### config.mk
export PLATFORM = sky130hd
export DESIGN_NAME = doubly_linked_queue_manager_unit
export DESIGN_NICKNAME = d
export VERILOG_FILES = /design/src/design/dlq_pkg.sv /design/src/design/dlq_vmem.sv /design/src/design/doubly_linked_queue_manager_unit.sv
export SDC_FILE = /design/constraint.sdc
export NUM_CORES = 2
export LEC_CHECK = 0
export BUFFER_PORTS_ARGS = -buffer_cell sky130_fd_sc_hd__buf_2
export CAP_MARGIN = 20
export CORE_ASPECT_RATIO = 1.2
export CORE_MARGIN = 2
export CORE_UTILIZATION = 35
export CTS_BUF_LIST = sky130_fd_sc_hd__clkbuf_2 sky130_fd_sc_hd__clkbuf_4 sky130_fd_sc_hd__clkbuf_8
export CTS_CLUSTER_SIZE = 20
export DETAILED_ROUTE_END_ITERATION = 10
export PLACE_DENSITY_LB_ADDON = 0.15
export SYNTH_ARGS = -nofsm -noshare
export SYNTH_HDL_FRONTEND = slang
export SYNTH_SLANG_ARGS = --single-unit
### constraint.sdc
create_clock -name clk_i -period 4.8 [get_ports clk_i]
set_input_delay 0.72 -clock clk_i [delete_from_list [all_inputs] [get_ports clk_i]]
set_output_delay 0.72 -clock clk_i [all_outputs]
set_load 0.005 [all_outputs]
### src/design/dlq_pkg.sv
// ============================================================================
// dlq_pkg
// Shared types and constants for the doubly linked queue manager.
// ============================================================================
package dlq_pkg;

  // Fixed field widths of the item and result ports
  localparam int unsigned MODE_W       = 3;
  localparam int unsigned QUEUE_ID_W   = 2;
  localparam int unsigned NODE_ID_W    = 6;
  localparam int unsigned LINK_VALUE_W = 32;
  localparam int unsigned PAYLOAD_W    = 32;

  // Parameter defaults
  localparam int unsigned NODE_COUNT_DEF   = 64;
  localparam int unsigned QUEUE_COUNT_DEF  = 4;
  localparam int unsigned PAYLOAD_BITS_DEF = 32;

  typedef enum logic [MODE_W-1:0] {
    MODE_CLEAR     = 3'd0,
    MODE_INIT      = 3'd1,
    MODE_PUT_FRONT = 3'd2,
    MODE_PUT_BACK  = 3'd3,
    MODE_UNLINK    = 3'd4
  } mode_e;

endpackage

### src/design/dlq_vmem.sv
// ============================================================================
// dlq_vmem
// Single write port memory with one registered read port, a per-entry valid
// bit (an invalid entry stands for the null/none/zero reset value) and a valid-clear port.
// ============================================================================
module dlq_vmem #(
  parameter int unsigned DEPTH = dlq_pkg::NODE_COUNT_DEF,
  parameter int unsigned AW    = $clog2(DEPTH),
  parameter int unsigned DW    = 8
) (
  input  logic          clk_i,
  input  logic          rst_ni,
  input  logic          wr_en_i,
  input  logic [AW-1:0] wr_addr_i,
  input  logic [DW-1:0] wr_data_i,
  input  logic          wr_vld_i,
  input  logic          clr_en_i,
  input  logic [AW-1:0] clr_addr_i,
  input  logic [AW-1:0] rd_addr_i,
  output logic [DW-1:0] rd_data_o,
  output logic          rd_vld_o
);

  logic [DW-1:0]    mem_q [DEPTH];
  logic [DEPTH-1:0] vld_q, vld_d;
  logic [DW-1:0]    rd_data_q;
  logic             rd_vld_q;

  // clear wins over a write to the same entry
  always_comb begin
    vld_d = vld_q;
    if (wr_en_i) begin
      vld_d[wr_addr_i] = wr_vld_i;
    end
    if (clr_en_i) begin
      vld_d[clr_addr_i] = 1'b0;
    end
  end

  always_ff @(posedge clk_i or negedge rst_ni) begin
    if (!rst_ni) begin
      vld_q    <= '0;
      rd_vld_q <= 1'b0;
    end else begin
      vld_q    <= vld_d;
      rd_vld_q <= vld_d[rd_addr_i];
    end
  end

  always_ff @(posedge clk_i) begin
    if (wr_en_i && wr_vld_i) begin
      mem_q[wr_addr_i] <= wr_data_i;
    end
  end

  // write-first bypass so a read in the same cycle sees the new data
  always_ff @(posedge clk_i) begin
    if (wr_en_i && wr_vld_i && (wr_addr_i == rd_addr_i)) begin
      rd_data_q <= wr_data_i;
    end else begin
      rd_data_q <= mem_q[rd_addr_i];
    end
  end

  assign rd_data_o = rd_data_q;
  assign rd_vld_o  = rd_vld_q;

endmodule

### src/design/doubly_linked_queue_manager_unit.sv
// ============================================================================
// doubly_linked_queue_manager_unit
// Pool of nodes linked into doubly linked queues with head and tail pointers.
// ============================================================================
// Usage:
//   An item (mode_i, queue_id_i, node_id_i, link_value_i) is taken at a rising
//   edge with start high and busy low. busy is always low: one item can be
//   taken every cycle. Modes: clear queue, init node, put front, put back,
//   unlink node.
//   Every item gives exactly one result, shown on found_o / payload_o for one
//   cycle with result_valid_o high. The result passes the input register and
//   then the result register, in item order.
//   At the accept edge the node's next, prev, owner and payload entries are
//   read from their memories; in the following cycle all pointer updates are
//   written back (one write per memory) and the result register is loaded.
//   Memory read ports bypass the write of the item ahead, so back to back
//   items on the same nodes see up-to-date links.
//   Reset: all pointers null, all owners none, payloads zero, via valid bits;
//   no clearing pass is needed. The receiver cannot stall the result.
// ============================================================================
module doubly_linked_queue_manager_unit #(
  parameter int unsigned NODE_COUNT   = dlq_pkg::NODE_COUNT_DEF,
  parameter int unsigned QUEUE_COUNT  = dlq_pkg::QUEUE_COUNT_DEF,
  parameter int unsigned PAYLOAD_BITS = dlq_pkg::PAYLOAD_BITS_DEF
) (
  input  logic                              clk_i,
  input  logic                              rst_ni,
  input  logic                              start,
  output logic                              busy,
  input  logic [dlq_pkg::MODE_W-1:0]        mode_i,
  input  logic [dlq_pkg::QUEUE_ID_W-1:0]    queue_id_i,
  input  logic [dlq_pkg::NODE_ID_W-1:0]     node_id_i,
  input  logic [dlq_pkg::LINK_VALUE_W-1:0]  link_value_i,
  output logic                              result_valid_o,
  output logic                              found_o,
  output logic [dlq_pkg::PAYLOAD_W-1:0]     payload_o
);

  localparam int unsigned NODE_AW = $clog2(NODE_COUNT);
  localparam int unsigned QAW     = (QUEUE_COUNT > 1) ? $clog2(QUEUE_COUNT) : 1;

  logic accept;

  // input register
  logic                             s1_vld_q;
  logic [dlq_pkg::MODE_W-1:0]       s1_mode_q;
  logic [dlq_pkg::QUEUE_ID_W-1:0]   s1_queue_q;
  logic [dlq_pkg::NODE_ID_W-1:0]    s1_node_q;
  logic [dlq_pkg::LINK_VALUE_W-1:0] s1_link_q;

  // memory read data for the registered item's node
  logic [NODE_AW-1:0]      nx_rd, pv_rd;
  logic                    nx_rd_vld, pv_rd_vld;
  logic [QAW-1:0]          ow_rd;
  logic                    ow_rd_vld;
  logic [PAYLOAD_BITS-1:0] py_rd;
  logic                    py_rd_vld;

  // memory write commands
  logic                    nx_we, nx_wv, nx_ce;
  logic [NODE_AW-1:0]      nx_wa, nx_wd, nx_ca;
  logic                    pv_we, pv_wv, pv_ce;
  logic [NODE_AW-1:0]      pv_wa, pv_wd, pv_ca;
  logic                    ow_we, ow_ce;
  logic [NODE_AW-1:0]      ow_wa, ow_ca;
  logic [QAW-1:0]          ow_wd;
  logic                    py_we;
  logic [NODE_AW-1:0]      py_wa;
  logic [PAYLOAD_BITS-1:0] py_wd;

  // head and tail pointers
  logic [NODE_AW-1:0]     head_idx_q [QUEUE_COUNT];
  logic [NODE_AW-1:0]     tail_idx_q [QUEUE_COUNT];
  logic [QUEUE_COUNT-1:0] head_vld_q, tail_vld_q;
  logic                   hd_we, hd_wv, tl_we, tl_wv;
  logic [QAW-1:0]         hd_wq, tl_wq;
  logic [NODE_AW-1:0]     hd_wi, tl_wi;

  // stage decode
  logic [NODE_AW-1:0]           n;
  logic [QAW-1:0]               qi;
  logic                         n_ok, q_ok;
  logic [NODE_AW-1:0]           h, t;
  logic                         hv, tv;
  logic                         found_d;
  logic [dlq_pkg::PAYLOAD_W-1:0] payload_d;

  // result register
  logic                          res_vld_q;
  logic                          found_q;
  logic [dlq_pkg::PAYLOAD_W-1:0] payload_q;

  assign busy   = 1'b0;
  assign accept = start && !busy;

  always_ff @(posedge clk_i or negedge rst_ni) begin
    if (!rst_ni) begin
      s1_vld_q <= 1'b0;
    end else begin
      s1_vld_q <= accept;
    end
  end

  always_ff @(posedge clk_i) begin
    if (accept) begin
      s1_mode_q  <= mode_i;
      s1_queue_q <= queue_id_i;
      s1_node_q  <= node_id_i;
      s1_link_q  <= link_value_i;
    end
  end

  // ---- node memories, read at the accept edge ----
  dlq_vmem #(.DEPTH(NODE_COUNT), .AW(NODE_AW), .DW(NODE_AW)) u_next_mem (
    .clk_i      (clk_i),
    .rst_ni     (rst_ni),
    .wr_en_i    (nx_we),
    .wr_addr_i  (nx_wa),
    .wr_data_i  (nx_wd),
    .wr_vld_i   (nx_wv),
    .clr_en_i   (nx_ce),
    .clr_addr_i (nx_ca),
    .rd_addr_i  (NODE_AW'(node_id_i)),
    .rd_data_o  (nx_rd),
    .rd_vld_o   (nx_rd_vld)
  );

  dlq_vmem #(.DEPTH(NODE_COUNT), .AW(NODE_AW), .DW(NODE_AW)) u_prev_mem (
    .clk_i      (clk_i),
    .rst_ni     (rst_ni),
    .wr_en_i    (pv_we),
    .wr_addr_i  (pv_wa),
    .wr_data_i  (pv_wd),
    .wr_vld_i   (pv_wv),
    .clr_en_i   (pv_ce),
    .clr_addr_i (pv_ca),
    .rd_addr_i  (NODE_AW'(node_id_i)),
    .rd_data_o  (pv_rd),
    .rd_vld_o   (pv_rd_vld)
  );

  dlq_vmem #(.DEPTH(NODE_COUNT), .AW(NODE_AW), .DW(QAW)) u_owner_mem (
    .clk_i      (clk_i),
    .rst_ni     (rst_ni),
    .wr_en_i    (ow_we),
    .wr_addr_i  (ow_wa),
    .wr_data_i  (ow_wd),
    .wr_vld_i   (1'b1),
    .clr_en_i   (ow_ce),
    .clr_addr_i (ow_ca),
    .rd_addr_i  (NODE_AW'(node_id_i)),
    .rd_data_o  (ow_rd),
    .rd_vld_o   (ow_rd_vld)
  );

  dlq_vmem #(.DEPTH(NODE_COUNT), .AW(NODE_AW), .DW(PAYLOAD_BITS)) u_payload_mem (
    .clk_i      (clk_i),
    .rst_ni     (rst_ni),
    .wr_en_i    (py_we),
    .wr_addr_i  (py_wa),
    .wr_data_i  (py_wd),
    .wr_vld_i   (1'b1),
    .clr_en_i   (1'b0),
    .clr_addr_i (py_wa),
    .rd_addr_i  (NODE_AW'(node_id_i)),
    .rd_data_o  (py_rd),
    .rd_vld_o   (py_rd_vld)
  );

  // ---- operation decode and pointer updates ----
  assign n    = NODE_AW'(s1_node_q);
  assign qi   = QAW'(s1_queue_q);
  assign n_ok = 32'(s1_node_q) < 32'(NODE_COUNT);
  assign q_ok = 32'(s1_queue_q) < 32'(QUEUE_COUNT);
  assign h    = head_idx_q[qi];
  assign hv   = head_vld_q[qi];
  assign t    = tail_idx_q[qi];
  assign tv   = tail_vld_q[qi];

  always_comb begin
    nx_we = 1'b0; nx_wa = n; nx_wd = n; nx_wv = 1'b0; nx_ce = 1'b0; nx_ca = n;
    pv_we = 1'b0; pv_wa = n; pv_wd = n; pv_wv = 1'b0; pv_ce = 1'b0; pv_ca = n;
    ow_we = 1'b0; ow_wa = n; ow_wd = qi; ow_ce = 1'b0; ow_ca = n;
    py_we = 1'b0; py_wa = n; py_wd = PAYLOAD_BITS'(s1_link_q);
    hd_we = 1'b0; hd_wq = qi; hd_wi = n; hd_wv = 1'b0;
    tl_we = 1'b0; tl_wq = qi; tl_wi = n; tl_wv = 1'b0;
    found_d   = 1'b0;
    payload_d = '0;
    if (s1_vld_q) begin
      unique case (s1_mode_q)
        dlq_pkg::MODE_CLEAR: begin
          if (q_ok) begin
            hd_we = 1'b1;
            tl_we = 1'b1;
          end
        end
        dlq_pkg::MODE_INIT: begin
          if (n_ok) begin
            nx_ce = 1'b1;
            pv_ce = 1'b1;
            ow_ce = 1'b1;
            py_we = 1'b1;
          end
        end
        dlq_pkg::MODE_PUT_FRONT: begin
          if (q_ok && n_ok) begin
            // old head points back to n; a self-link is undone by the clear
            pv_we = hv;
            pv_wa = h;
            pv_wv = 1'b1;
            pv_ce = 1'b1;
            ow_we = 1'b1;
            nx_we = 1'b1;
            nx_wd = h;
            nx_wv = hv;
            if (!hv && !tv) begin
              tl_we = 1'b1;
              tl_wv = 1'b1;
            end
            hd_we = 1'b1;
            hd_wv = 1'b1;
          end
        end
        dlq_pkg::MODE_PUT_BACK: begin
          if (q_ok && n_ok) begin
            nx_we = tv;
            nx_wa = t;
            nx_wv = 1'b1;
            nx_ce = 1'b1;
            ow_we = 1'b1;
            pv_we = 1'b1;
            pv_wd = t;
            pv_wv = tv;
            if (!hv && !tv) begin
              hd_we = 1'b1;
              hd_wv = 1'b1;
            end
            tl_we = 1'b1;
            tl_wv = 1'b1;
          end
        end
        dlq_pkg::MODE_UNLINK: begin
          if (n_ok && ow_rd_vld) begin
            if (pv_rd_vld) begin
              nx_we = 1'b1;
              nx_wa = pv_rd;
              nx_wd = nx_rd;
              nx_wv = nx_rd_vld;
            end else begin
              hd_we = 1'b1;
              hd_wq = ow_rd;
              hd_wi = nx_rd;
              hd_wv = nx_rd_vld;
            end
            if (nx_rd_vld) begin
              pv_we = 1'b1;
              pv_wa = nx_rd;
              pv_wd = pv_rd;
              pv_wv = pv_rd_vld;
            end else begin
              tl_we = 1'b1;
              tl_wq = ow_rd;
              tl_wi = pv_rd;
              tl_wv = pv_rd_vld;
            end
            nx_ce     = 1'b1;
            pv_ce     = 1'b1;
            ow_ce     = 1'b1;
            found_d   = 1'b1;
            payload_d = py_rd_vld ? dlq_pkg::PAYLOAD_W'(py_rd) : '0;
          end
        end
        default: begin
        end
      endcase
    end
  end

  always_ff @(posedge clk_i or negedge rst_ni) begin
    if (!rst_ni) begin
      head_vld_q <= '0;
      tail_vld_q <= '0;
    end else begin
      if (hd_we) begin
        head_vld_q[hd_wq] <= hd_wv;
      end
      if (tl_we) begin
        tail_vld_q[tl_wq] <= tl_wv;
      end
    end
  end

  always_ff @(posedge clk_i) begin
    if (hd_we) begin
      head_idx_q[hd_wq] <= hd_wi;
    end
    if (tl_we) begin
      tail_idx_q[tl_wq] <= tl_wi;
    end
  end

  // ---- result register ----
  always_ff @(posedge clk_i or negedge rst_ni) begin
    if (!rst_ni) begin
      res_vld_q <= 1'b0;
    end else begin
      res_vld_q <= s1_vld_q;
    end
  end

  always_ff @(posedge clk_i) begin
    found_q   <= found_d;
    payload_q <= payload_d;
  end

  assign result_valid_o = res_vld_q;
  assign found_o        = found_q;
  assign payload_o      = payload_q;

endmodule

==> summary.txt <==
Critical path
  • CP Data Arrival Time: ~4.2 ns
  • Critical Path RT: between 5 and 6 ns
  • FF-to-FF End: u_payload_mem.mem_q[20][5]
  • CP Cell Sequence: and4bb_2 -> nand2_1 -> nor2_4 -> buf_4
  • Startpoint Class: register
  • R2R Path Start: s1_mode_q[2]
  • Largest fanout on the critical path: 23
  • Reg2reg setup slack: ~1.3 ns
  • CP max stage delay: ~0.86 ns
  • Crit path capture type: register
  • R2R depth: 4
  • Crit Path Class: register to register
  • Slowest cell on the critical path: nor2_4

Timing
  • Slew Limit Fails: 0
  • Worst slew margin: 0.275
  • Max Clock Freq: 0.282 GHz
  • # setup viols final: 0
  • Setup Skew: about 0.060 ns
  • Fin Setup TNS: 0 ns
  • RSZ-0062 raised after global routing: false
  • Actual slew at the worst max-slew pin: around 1.1 ns
  • Final period util: 0.740
  • Final hold viol count: 0
  • Minimum clock period: ~3.5 ns

Power and ir drop
  • Leak pwr: about 0.032 uW
  • Internal: between 30000 and 40000 uW
  • Clock power share: 0.410
  • Register share of total power: 0.537
  • Net Sw Frac: 0.227
  • Power per cell area: slightly above 400 nW/um2
  • Final Total Pwr: roughly 41000 uW
  • NetSw: between 9000 and 10000 uW
  • VDD IR max: between 0.0002 and 0.00025 V
  • Logic pwr share: 0.054

Final layout
  • Most common cell after layout, fill and taps aside: edfxtp_1
  • Commonest cells after routing, fill and taps aside: edfxtp_1, mux4_2, clkbuf_8
  • Final nets: 4274
  • Fillers: between 20k and 25k
  • Register area: 66800 um2
  • Multi-input logic area: between 15000 and 20000 um2
  • Layout cells sized above 1: 0.367
  • P&R area growth vs syn: 16.1%

Clock tree
  • CTS root buffer: clkbuf_8
  • Post-CTS Setup Bufs: 0
  • Sink Count: about 2.3k
  • CTS tree: built
  • Clock Pin Slew Worst Setup and Hold Paths: about 0.06 ns
  • Clock Tree Buf Depth: 4
  • H-Tree Depth: 5
  • Cts bufs inserted: around 380
  • Clock latency on the worst-skew pair: 1.00 ns

GRT
  • Initial antenna violation count: 13
  • Largest net degree at the start of global routing: 76
  • First-pass GRT wire length: 336000 um
  • Vias in the first global route: 44.0k
  • Total GRT Usage: 0.189
  • Global route overflow: 0

Synthesis
  • Synth Area in Adders: 0
  • Seq cells post-synth: about 2.3k
  • Synth Flop Type: edfxtp_1
  • Post-synth top area cell: edfxtp_1
  • YS warnings: 0
  • Syn nets: 3800
  • Sequential share of the synthesized area: 0.774
  • Post-Synthesis Cells: approximately 3.8k
  • EDFF count, synth: about 2.1k
  • Compound-cell area share of the yosys netlist: 0.0231
  • Multiplexer area fraction after synthesis: 0.176
  • Yosys cell types: around 60
  • Simple-Gate Fraction of Synth Area: 0.0135
  • Async SR Flop Fraction: 0.0584
  • Post-synthesis cell area: approximately 86000 um2
  • Mapped Avg Cell Area: roughly 23 um2
  • Xor and xnor fraction of the mapped netlist area: 0
  • Main area contributors after synthesis: edfxtp_1, mux4_2, dfrtp_1
  • Largest family of logic cells by synthesized area: multiplexers
  • Top cell type's share of synthesized area: 0.726

Drt
  • Vias per inst: approximately 5.3
  • First DRT Iteration DRCs: approximately 4.1k
  • Routed WL: 239000 um
  • Via Count: 41.4k
  • Pre-antenna DRT Iters: 7
  • Routed Antenna Nets: 0
  • DRC Markers: 0
  • WL per Instance: 30.8 um

Hold path
  • Hold WC Path Type: input pin to async pin

Floorplanning
  • Row count: slightly below 200
  • Core area: 245000 um2
  • Die X: 457 um
  • Num ports: 81
  • Initial core utilization: 0.352
  • Area of the die: roughly 250000 um2
  • Die height: around 550 um

Run status
  • Result of the run: complete, no violations

Job
  • Max-cap violations: 0

Placed design
  • Number of buffers added on ports: 77
  • GP Congestion: around 0.77
  • Post-DP HPWL: around 130000 um
[registers in the layout, summed over array words and instances (netlist names), 3 cells and up, named ones only]
name                 count
s1_mode_q                3
u_payload_mem.vld_q     64
payload_o               32
u_owner_mem.vld_q       64
n                        6
py_wd                   32
u_payload_mem.mem_q   2048
[worst max path at each step]
stage,startpoint,to,depth (start not counted)
after global routing,s1_mode_q[2],u_payload_mem.mem_q[20][24],4
after floorplan,s1_mode_q[2],u_payload_mem.mem_q[58][0],7
after CTS,s1_mode_q[2],u_payload_mem.mem_q[20][5],4
final,s1_mode_q[2],u_payload_mem.mem_q[20][5],4
after global placement,s1_mode_q[2],u_payload_mem.mem_q[20][5],4
after detailed placement,s1_mode_q[2],u_payload_mem.mem_q[20][5],4
[power by group through the flow]
stage               Clock (uW)  Sequential [uW]  Combinational [uW]
global placement             0            22400                2170
detailed placement           0            22400                2200
finish                   16800            22000                2200
floorplan                    0            22500                1200
global route             18100            22000                2360
CTS                      17300            22000                2230
[synthesized netlist by cell type (4+ instances only)]
master and n:
a22oi_1 10, nand3b_1 7, buf_1 32, a2111oi_0 5, buf_2 75, nor2b_1 35, inv_1 45, and3_1 5
o22ai_1 10, dfxtp_1 39, o21bai_1 7, edfxtp_1 2089, nand4_1 4, dfrtp_1 132, mux4_2 664, a21oi_1 50
a211oi_1 47, or2_2 8, nand3_1 11, a31oi_1 124, mux2i_1 28, a31o_2 8, nand2_1 34, nor2_1 82
a311oi_1 4, clkbuf_1 126, nand2b_1 5, and3b_1 7, o211ai_1 5, nor3_1 12
[routing by layer]
| layer | wire length [um] | GRT usage | vias to the layer above |
|---|---|---|---|
| met5 | 13 | 0 | - |
| li1 | - | - | 17064 |
| met2 | 119000 | 0.315 | 1274 |
| met3 | 12800 | 0.0320 | 421 |
| met1 | 99700 | 0.252 | 22651 |
| met4 | 7340 | 0.0637 | 2 |
[per-stage QoR]
| stage | worst slack, ns | instance area (um2) | cells | util | hold slack, ns |
|---|---|---|---|---|---|
| final | 1.25 | 100000 | 7746 | 0.409 | 0.102 |
| after global routing | 1.11 | 100000 | 7741 | 0.409 | 0.0932 |
| after CTS | 1.19 | 100000 | 7738 | 0.409 | 0.0775 |
| after detailed placement | 1.19 | 92600 | 7028 | 0.377 | 0.404 |
| after global placement | 1.27 | 92600 | 7028 | 0.377 | 0.405 |
| after floorplan | 0.465 | 86400 | 3754 | - | 0.381 |
[timing repair]
item,in CTS,in global routing
resized for setup,0,0
hold buffers,38,0
hold endpoints to repair,110,0
[worst max-delay path, delay by kind of cell (launching register included)]
kind	cells	cell delay [ns]
simple gates	3	2.31
buf+inv	1	0.43
flops	1	0.43
[cell type report]
cell class	instances	area share
Sequential cell	2260	0.666
Multi-Input combinational cell	1213	0.188
Clock buffer	533	0.0647
Tap cell	3216	0.0401
Timing Repair Buffer	331	0.0303
Clock inverter	139	0.00828
Inverter	47	0.00176
Antenna cell	7	0.000175
[cell families (layout without fill, tap and decap cells)]
logic type | count (synthesis) | in the layout
AOI/OAI and AO/OA | 294 | 294
muxes | 692 | 692
other | 1 | 8
buffers and inverters | 281 | 1050
and+or+nand+nor | 226 | 226
DFF | 2260 | 2260
No activity file was read; power rests on OpenSTA's default activity.
